===== src/design/dvt_pkg.sv =====
// shared types and constants of the distance-vector table merge unit
`default_nettype none

package dvt_pkg;

    localparam int NET_W    = 4;
    localparam int RTR_W    = 3;
    localparam int HOP_W    = 4;
    localparam int WD_W     = 5;
    // widest compare width for range checks on network and router numbers
    localparam int RANGE_W  = 9;

    localparam int ROUTER_COUNT = 8;
    localparam int MAX_HOPS     = 15;

    typedef struct packed {
        logic [RTR_W-1:0] sender_id;
        logic [NET_W-1:0] dest_net;
        logic [HOP_W-1:0] adv_hops;
        logic             last_entry;
    } dvt_adv_t;

    typedef struct packed {
        logic [NET_W-1:0] dest_net_out;
        logic [HOP_W-1:0] hops_out;
        logic [RTR_W-1:0] next_hop_out;
        logic             changed;
        logic [WD_W-1:0]  withdrawn_count;
    } dvt_res_t;

    typedef struct packed {
        logic [HOP_W-1:0] hops;
        logic [RTR_W-1:0] next_hop;
    } dvt_route_t;

endpackage

`default_nettype wire


===== src/design/dvt_stream_if.sv =====
// valid/ready channel interface carrying one item per handshake
`default_nettype none

interface dvt_stream_if #(
    parameter type payload_t = logic
);
    logic     valid;
    logic     ready;
    payload_t payload;

    modport source (output valid, output payload, input ready);
    modport sink   (input valid, input payload, output ready);
endinterface

`default_nettype wire


===== src/design/distance_vector_table_merge_unit.sv =====
// distance-vector route table merge unit, top level
`default_nettype none

// Merges a neighbour's advertisement into the route table one entry per item.
// The route memory is read at the edge that accepts an item. The entry is compared
// and written back in the next cycle, and an ordinary entry's result is registered
// at the end of that update step. The unit takes no new item until it is back in
// idle. The last entry of an advertisement also runs the withdrawal sweep.
// After a setup step, the sweep walks the route memory one network per cycle
// through the same read port, and that item's result is registered in the done
// step that follows. A new item is accepted while the previous result is being
// taken; there is no clearing pass after reset.
module distance_vector_table_merge_unit #(
    parameter int NET_COUNT = 16
) (
    input  wire logic  clk,
    input  wire logic  rst_n,
    dvt_stream_if.sink   advert,
    dvt_stream_if.source result
);
    import dvt_pkg::*;

    localparam int IDX_W = (NET_COUNT > 1) ? $clog2(NET_COUNT) : 1;
    localparam int CNT_W = $clog2(NET_COUNT + 1);

    typedef enum logic [2:0] {
        ST_IDLE,
        ST_UPDATE,
        ST_SWEEP_PREP,
        ST_SWEEP,
        ST_DONE
    } state_t;

    state_t             state_reg;
    dvt_adv_t           item_reg;
    logic [IDX_W-1:0]   item_idx_reg;
    logic               item_ok_reg;
    logic [IDX_W-1:0]   sweep_idx_reg;
    logic [CNT_W-1:0]   wd_count_reg;
    logic [NET_COUNT-1:0] valid_reg;
    logic [NET_COUNT-1:0] seen_reg;
    logic               out_valid_reg;
    dvt_res_t           out_reg;

    dvt_route_t         route_mem [NET_COUNT];
    dvt_route_t         rd_data_reg;

    logic               take;
    logic               out_free;
    logic [RANGE_W-1:0] in_dest_ext;
    logic [RANGE_W-1:0] in_sender_ext;
    logic               in_ok;
    logic [IDX_W-1:0]   in_idx;
    logic [IDX_W-1:0]   rd_addr;
    logic [HOP_W:0]     cost_sum;
    logic [HOP_W-1:0]   cost;
    logic               install;
    logic               withdraw;
    logic [RANGE_W-1:0] wd_count_ext;

    assign out_free      = !out_valid_reg || result.ready;
    assign advert.ready  = (state_reg == ST_IDLE) && out_free;
    assign take          = advert.valid && advert.ready;
    assign result.valid  = out_valid_reg;
    assign result.payload = out_reg;

    assign in_dest_ext   = RANGE_W'(advert.payload.dest_net);
    assign in_sender_ext = RANGE_W'(advert.payload.sender_id);
    assign in_ok         = (in_dest_ext < RANGE_W'(NET_COUNT))
                        && (in_sender_ext < RANGE_W'(ROUTER_COUNT));
    assign in_idx        = in_dest_ext[IDX_W-1:0];

    // saturating cost through the sender
    assign cost_sum = {1'b0, item_reg.adv_hops} + (HOP_W+1)'(1);
    assign cost     = (cost_sum > (HOP_W+1)'(MAX_HOPS)) ? HOP_W'(MAX_HOPS)
                                                        : cost_sum[HOP_W-1:0];
    assign install  = item_ok_reg
                   && (!valid_reg[item_idx_reg] || (cost < rd_data_reg.hops));

    assign withdraw = valid_reg[sweep_idx_reg]
                   && (rd_data_reg.next_hop == item_reg.sender_id)
                   && !seen_reg[sweep_idx_reg];

    assign wd_count_ext = RANGE_W'(wd_count_reg);

    always_comb
    begin
        unique case (state_reg)
            ST_IDLE:       rd_addr = in_idx;
            ST_SWEEP:      rd_addr = sweep_idx_reg + IDX_W'(1);
            default:       rd_addr = '0;
        endcase
    end

    // route memory: one write port, one registered read port
    always_ff @(posedge clk)
    begin
        if (state_reg == ST_UPDATE && install)
        begin
            route_mem[item_idx_reg] <= '{hops: cost, next_hop: item_reg.sender_id};
        end
        rd_data_reg <= route_mem[rd_addr];
    end

    always_ff @(posedge clk or negedge rst_n)
    begin
        if (!rst_n)
        begin
            state_reg     <= ST_IDLE;
            item_reg      <= '0;
            item_idx_reg  <= '0;
            item_ok_reg   <= 1'b0;
            sweep_idx_reg <= '0;
            wd_count_reg  <= '0;
            valid_reg     <= '0;
            seen_reg      <= '0;
            out_valid_reg <= 1'b0;
            out_reg       <= '0;
        end
        else
        begin
            if (out_valid_reg && result.ready)
            begin
                out_valid_reg <= 1'b0;
            end
            unique case (state_reg)
                ST_IDLE:
                begin
                    if (take)
                    begin
                        item_reg     <= advert.payload;
                        item_idx_reg <= in_idx;
                        item_ok_reg  <= in_ok;
                        state_reg    <= ST_UPDATE;
                    end
                end
                ST_UPDATE:
                begin
                    out_reg.dest_net_out    <= item_reg.dest_net;
                    out_reg.withdrawn_count <= '0;
                    if (!item_ok_reg)
                    begin
                        out_reg.hops_out     <= '0;
                        out_reg.next_hop_out <= '0;
                        out_reg.changed      <= 1'b0;
                    end
                    else
                    begin
                        seen_reg[item_idx_reg] <= 1'b1;
                        if (install)
                        begin
                            valid_reg[item_idx_reg] <= 1'b1;
                            out_reg.hops_out        <= cost;
                            out_reg.next_hop_out    <= item_reg.sender_id;
                            out_reg.changed         <= 1'b1;
                        end
                        else
                        begin
                            out_reg.hops_out     <= rd_data_reg.hops;
                            out_reg.next_hop_out <= rd_data_reg.next_hop;
                            out_reg.changed      <= 1'b0;
                        end
                    end
                    if (item_reg.last_entry)
                    begin
                        state_reg <= ST_SWEEP_PREP;
                    end
                    else
                    begin
                        out_valid_reg <= 1'b1;
                        state_reg     <= ST_IDLE;
                    end
                end
                ST_SWEEP_PREP:
                begin
                    // read of network 0 is issued here, after the write back
                    sweep_idx_reg <= '0;
                    wd_count_reg  <= '0;
                    state_reg     <= ST_SWEEP;
                end
                ST_SWEEP:
                begin
                    if (withdraw)
                    begin
                        valid_reg[sweep_idx_reg] <= 1'b0;
                        wd_count_reg             <= wd_count_reg + CNT_W'(1);
                    end
                    seen_reg[sweep_idx_reg] <= 1'b0;
                    sweep_idx_reg           <= sweep_idx_reg + IDX_W'(1);
                    if (sweep_idx_reg == IDX_W'(NET_COUNT - 1))
                    begin
                        state_reg <= ST_DONE;
                    end
                end
                ST_DONE:
                begin
                    out_reg.withdrawn_count <= wd_count_ext[WD_W-1:0];
                    out_valid_reg           <= 1'b1;
                    state_reg               <= ST_IDLE;
                end
                default:
                begin
                    state_reg <= ST_IDLE;
                end
            endcase
        end
    end

    // an accepted item always moves on to the update step
    assert property (@(posedge clk) disable iff (!rst_n)
        advert.valid && advert.ready |=> state_reg == ST_UPDATE)
        else $error("accepted item did not enter update");

    // results come only from the update step or the end of a sweep
    assert property (@(posedge clk) disable iff (!rst_n)
        $rose(result.valid) |-> $past(state_reg) == ST_UPDATE
                             || $past(state_reg) == ST_DONE)
        else $error("result appeared outside update or sweep end");

    // a finished sweep leaves no seen marks behind
    assert property (@(posedge clk) disable iff (!rst_n)
        state_reg == ST_DONE |-> seen_reg == '0)
        else $error("seen marks left after sweep");

    // withdrawals are reported only on the last entry
    assert property (@(posedge clk) disable iff (!rst_n)
        result.valid |-> item_reg.last_entry
                      || result.payload.withdrawn_count == '0)
        else $error("withdrawal count on an ordinary entry");

endmodule

`default_nettype wire


===== src/flat_wrapper.sv =====
// flat-port wrapper written by rule: the top's interface ports become plain ports
module distance_vector_table_merge_unit_flat import dvt_pkg::*;
#(
    parameter int NET_COUNT = 16
)
  (clk, rst_n, advert_valid, advert_payload, advert_ready, result_valid, result_payload, result_ready);
  dvt_stream_if #(.payload_t(dvt_adv_t)) advert_i ();
  dvt_stream_if #(.payload_t(dvt_res_t)) result_i ();
  input  wire logic clk;
  input  wire logic rst_n;
  input wire logic [$bits(advert_i.valid)-1:0] advert_valid;
  input wire logic [$bits(advert_i.payload)-1:0] advert_payload;
  output wire logic [$bits(advert_i.ready)-1:0] advert_ready;
  output wire logic [$bits(result_i.valid)-1:0] result_valid;
  output wire logic [$bits(result_i.payload)-1:0] result_payload;
  input wire logic [$bits(result_i.ready)-1:0] result_ready;
  assign advert_i.valid = advert_valid;
  assign advert_i.payload = advert_payload;
  assign advert_ready = advert_i.ready;
  assign result_valid = result_i.valid;
  assign result_payload = result_i.payload;
  assign result_i.ready = result_ready;
  distance_vector_table_merge_unit #(.NET_COUNT(NET_COUNT)) u_core (.clk(clk), .rst_n(rst_n), .advert(advert_i), .result(result_i));
endmodule

===== config.mk =====
export PLATFORM = sky130hd
export DESIGN_NAME = distance_vector_table_merge_unit_flat
export DESIGN_NICKNAME = d
export VERILOG_FILES = /design/src/design/dvt_pkg.sv /design/src/design/dvt_stream_if.sv /design/src/design/distance_vector_table_merge_unit.sv /design/src/flat_wrapper.sv
export SDC_FILE = /design/constraint.sdc
export NUM_CORES = 1
export LEC_CHECK = 0
export ABC_CLOCK_PERIOD_IN_PS = 9000
export BUFFER_PORTS_ARGS = -buffer_cell sky130_fd_sc_hd__buf_2
export CORE_MARGIN = 1.5
export CORE_UTILIZATION = 32
export CTS_BUF_LIST = sky130_fd_sc_hd__clkbuf_4 sky130_fd_sc_hd__clkbuf_8 sky130_fd_sc_hd__clkbuf_16
export DETAILED_ROUTE_END_ITERATION = 16
export GPL_TIMING_DRIVEN = 1
export HOLD_SLACK_MARGIN = 0.05
export PLACE_DENSITY = 0.52
export SETUP_SLACK_MARGIN = 0.5
export SYNTH_ARGS = -nofsm -noshare
export SYNTH_HDL_FRONTEND = slang
export SYNTH_SLANG_ARGS = --single-unit

===== constraint.sdc =====
create_clock -name clk -period 9 [get_ports clk]
set_input_delay 0.45 -clock clk [delete_from_list [all_inputs] [get_ports clk]]
set_output_delay 0.45 -clock clk [all_outputs]
set_load 0.01 [all_outputs]

==> flow_summary.toml <==
[run_status]
outcome = "finished, final reports clean"

[synth]
syn_area_per_cell_um2 = 14.0
synth_edf_count = 112
synth-seq-area-share_pct = 60.9
ys_warn_count = 0
synth-seq-cells = 194
synth_area_um2 = 8830
synth_area_leaders = "edfxtp_1 (38%), dfrtp_1 (21%), mux4_2 (9.4%), mux2i_1 (4.2%), nand2_1 (2.7%)"
synth_top_cell_by_area = "edfxtp_1"
synthesis.nets = 658
async_reset_ff_share_pct = 38.7
synth.distinct_cells = 60
synth.top_cell.area_share_pct = 38.1
ys.flop_type = "edfxtp_1"
synthTopCellsByCount = "edfxtp_1 (112), dfrtp_1 (75), nand2_1 (63)"
synthCells = 632
yosysMostFrequentCell = "edfxtp_1"

[cts]
cts.htree.levels = 4
ctsResizeCount = 0
clock-sinks = 194
cts-buffers-inserted = 17
root_buffer = "clkbuf_16"
cts_setup_buffers = 0
cts.path.max_buffers = 2
cts_tree = "yes"
clk_latency_ns = 0.43
cts_hold_buffers = 0
path_clk_slew_ns = 0.08

[placed_design]
port_buffers = 34
hpwl_um = 14500
dpl.cell_count = 973
place_area_um2 = 9250
gp_congestion = 0.819

[floorplanning]
dieWidth_um = 169
die_area_um2 = 28600
row_count = 60
chipHeight_um = 169
coreArea_um2 = 27000
initial_core_util_pct = 32.7
ios = 35

[power]
ir_drop_mv = 0.157
power_density_nw_per_um2 = 380
p_leak_nw = 3.72

[grt]
grtUsageMet1_pct = 21.6
busiest_layer = "met2"
grt_pass1_vias = 5504
globalRouteMet2Util_pct = 25.8
grt_pass1_wl_um = 33400
grtUsageMet3_pct = 3.16
antenna_found_initial = 0
grt.total_usage_pct = 15.8
grt_max_degree = 76
grt_overflow = 0

[worst_setup_path]
crit_arrival_ns = 4.57
slowest_stage = "nor3_1"
worst_path_dominant_cell_family = "simple AND/OR/NAND/NOR gates"
cpPeakStageDelay_ns = 1.01
worstPathBufferInverterCount = 0
crit_path_cell_trace = "ha_1 > nand3_1 > nand2_1 > ha_1 > o211ai_1 > a41oi_1 > a211oi_1 > a211oi_4 > nor3_1"
crit_fanout = 18
path_class = "reg -> reg"
crit_required_ns = 9.05
cpMostUsedCell = "ha_1"
cp-start-kind = "register"
critPathCaptureType = "register"

[flow_run]
max-cap-violations = 0

[sta]
worst_slew_pin_slew_ns = 1.16
period_share_pct = 50.2
slew_violations = 0
setup_viol = 0
period_needed_ns = 4.52
fmax_mhz = 221
hold_viol = 0
tns_ns = 0
hold_slack_ns = 0.172
fin_skew_ns = 0.0127
max_slew_margin_pct = 21.9
grt_setup_unrepaired = "false"

[finish]
final_util_pct = 36.6
regArea_um2 = 5380
fin_nets = 677
diodes = 0
area_growth_pct = 12.2
finalNonFillerCells = 1005
nFillCells = 2565
design_area_um2 = 9900
largest-register = "u_core.route_mem"
drive_gt1_share_pct = 22.6
multi_input_area_um2 = 3110
largest_register_ffs = 112

[detailed_routing]
viasPerCell = 5.29
totalWireLength_um = 21700
first_pass_iters = 6
ant_nets = 0
vias = 5321
drtIter0Drc = 419
drc = 0
avgRoutedWirePerCell_um = 21.6

[hold_path]
hold_path.class = "in -> async"
-- layout make-up --
| cell class | count | share of cell area, % |
|---|---|---|
| clock buffers | 17 | 4.30 |
| clock inverters | 15 | 2.36 |
| inverters | 26 | 0.985 |
| multi-input cells | 370 | 31.4 |
| flip-flops and latches | 194 | 54.3 |
| well taps | 341 | 4.31 |
| repair buffers | 42 | 2.35 |
-- path summary, 6_finish.rpt --
kind                               startpoint  slack (ns)                      to  cells after the start
min in group clk                 result_ready        0.20     u_core.result.valid                      2
min                                     rst_n        0.17  u_core.wd_count_reg[0]                      1
max in group asynchronous               rst_n        8.18      u_core.seen_reg[0]                      1
max reg2reg                u_core.item_reg[1]        4.48  u_core.route_mem[1][4]                      9
min reg2reg                u_core.item_ok_reg        0.47      u_core.item_ok_reg                      2
max                        u_core.item_reg[1]        4.48  u_core.route_mem[1][4]                      9
-- cells by family after synthesis --
family	synth area share (%)
XOR/XNOR	0.397
multiplexers	15.9
adder cells (fa/ha/maj)	1.42
AND/OR/NAND/NOR	8.46
flip-flops	60.9
AO/OA/AOI/OAI	8.79
buffers and inverters	4.08
-- metrics by stage --
step	worst slack (ns)	power, mW
finish	4.48	3.76
global route	4.20	3.97
CTS	4.50	3.80
detailed placement	4.48	2.96
global placement	4.81	2.94
floorplan	5.47	2.50
-- where the power goes --
| group | switching [mW] | internal, mW | total (mW) |
|---|---|---|---|
| Combinational | 0.892 | 0.610 | 1.50 |
| Clock | 0.376 | 0.458 | 0.834 |
| Sequential | 0.207 | 1.22 | 1.42 |
-- layout by cell type (no fill, tap or decap), drive strengths merged, types with 5 or more instances in the layout --
cell,n
inv,33
nand2b,8
o21ai,24
edfxtp,112
buf,42
dfrtp,75
nor2,28
nand2,63
dfxtp,7
nor3,10
mux2,18
mux4,37
nor2b,5
nand3,23
ha,10
a21oi,26
o221ai,10
a31oi,6
clkbuf,17
a21o,8
a22o,11
mux2i,37
-- per-layer routing --
metal,routed length [µm],share of wire (%)
met1,9640,44
met2,10500,49
met3,1180,5.4
met4,314,1.4
met5,0,0
Note: power is estimated with default switching activity, not from simulation.
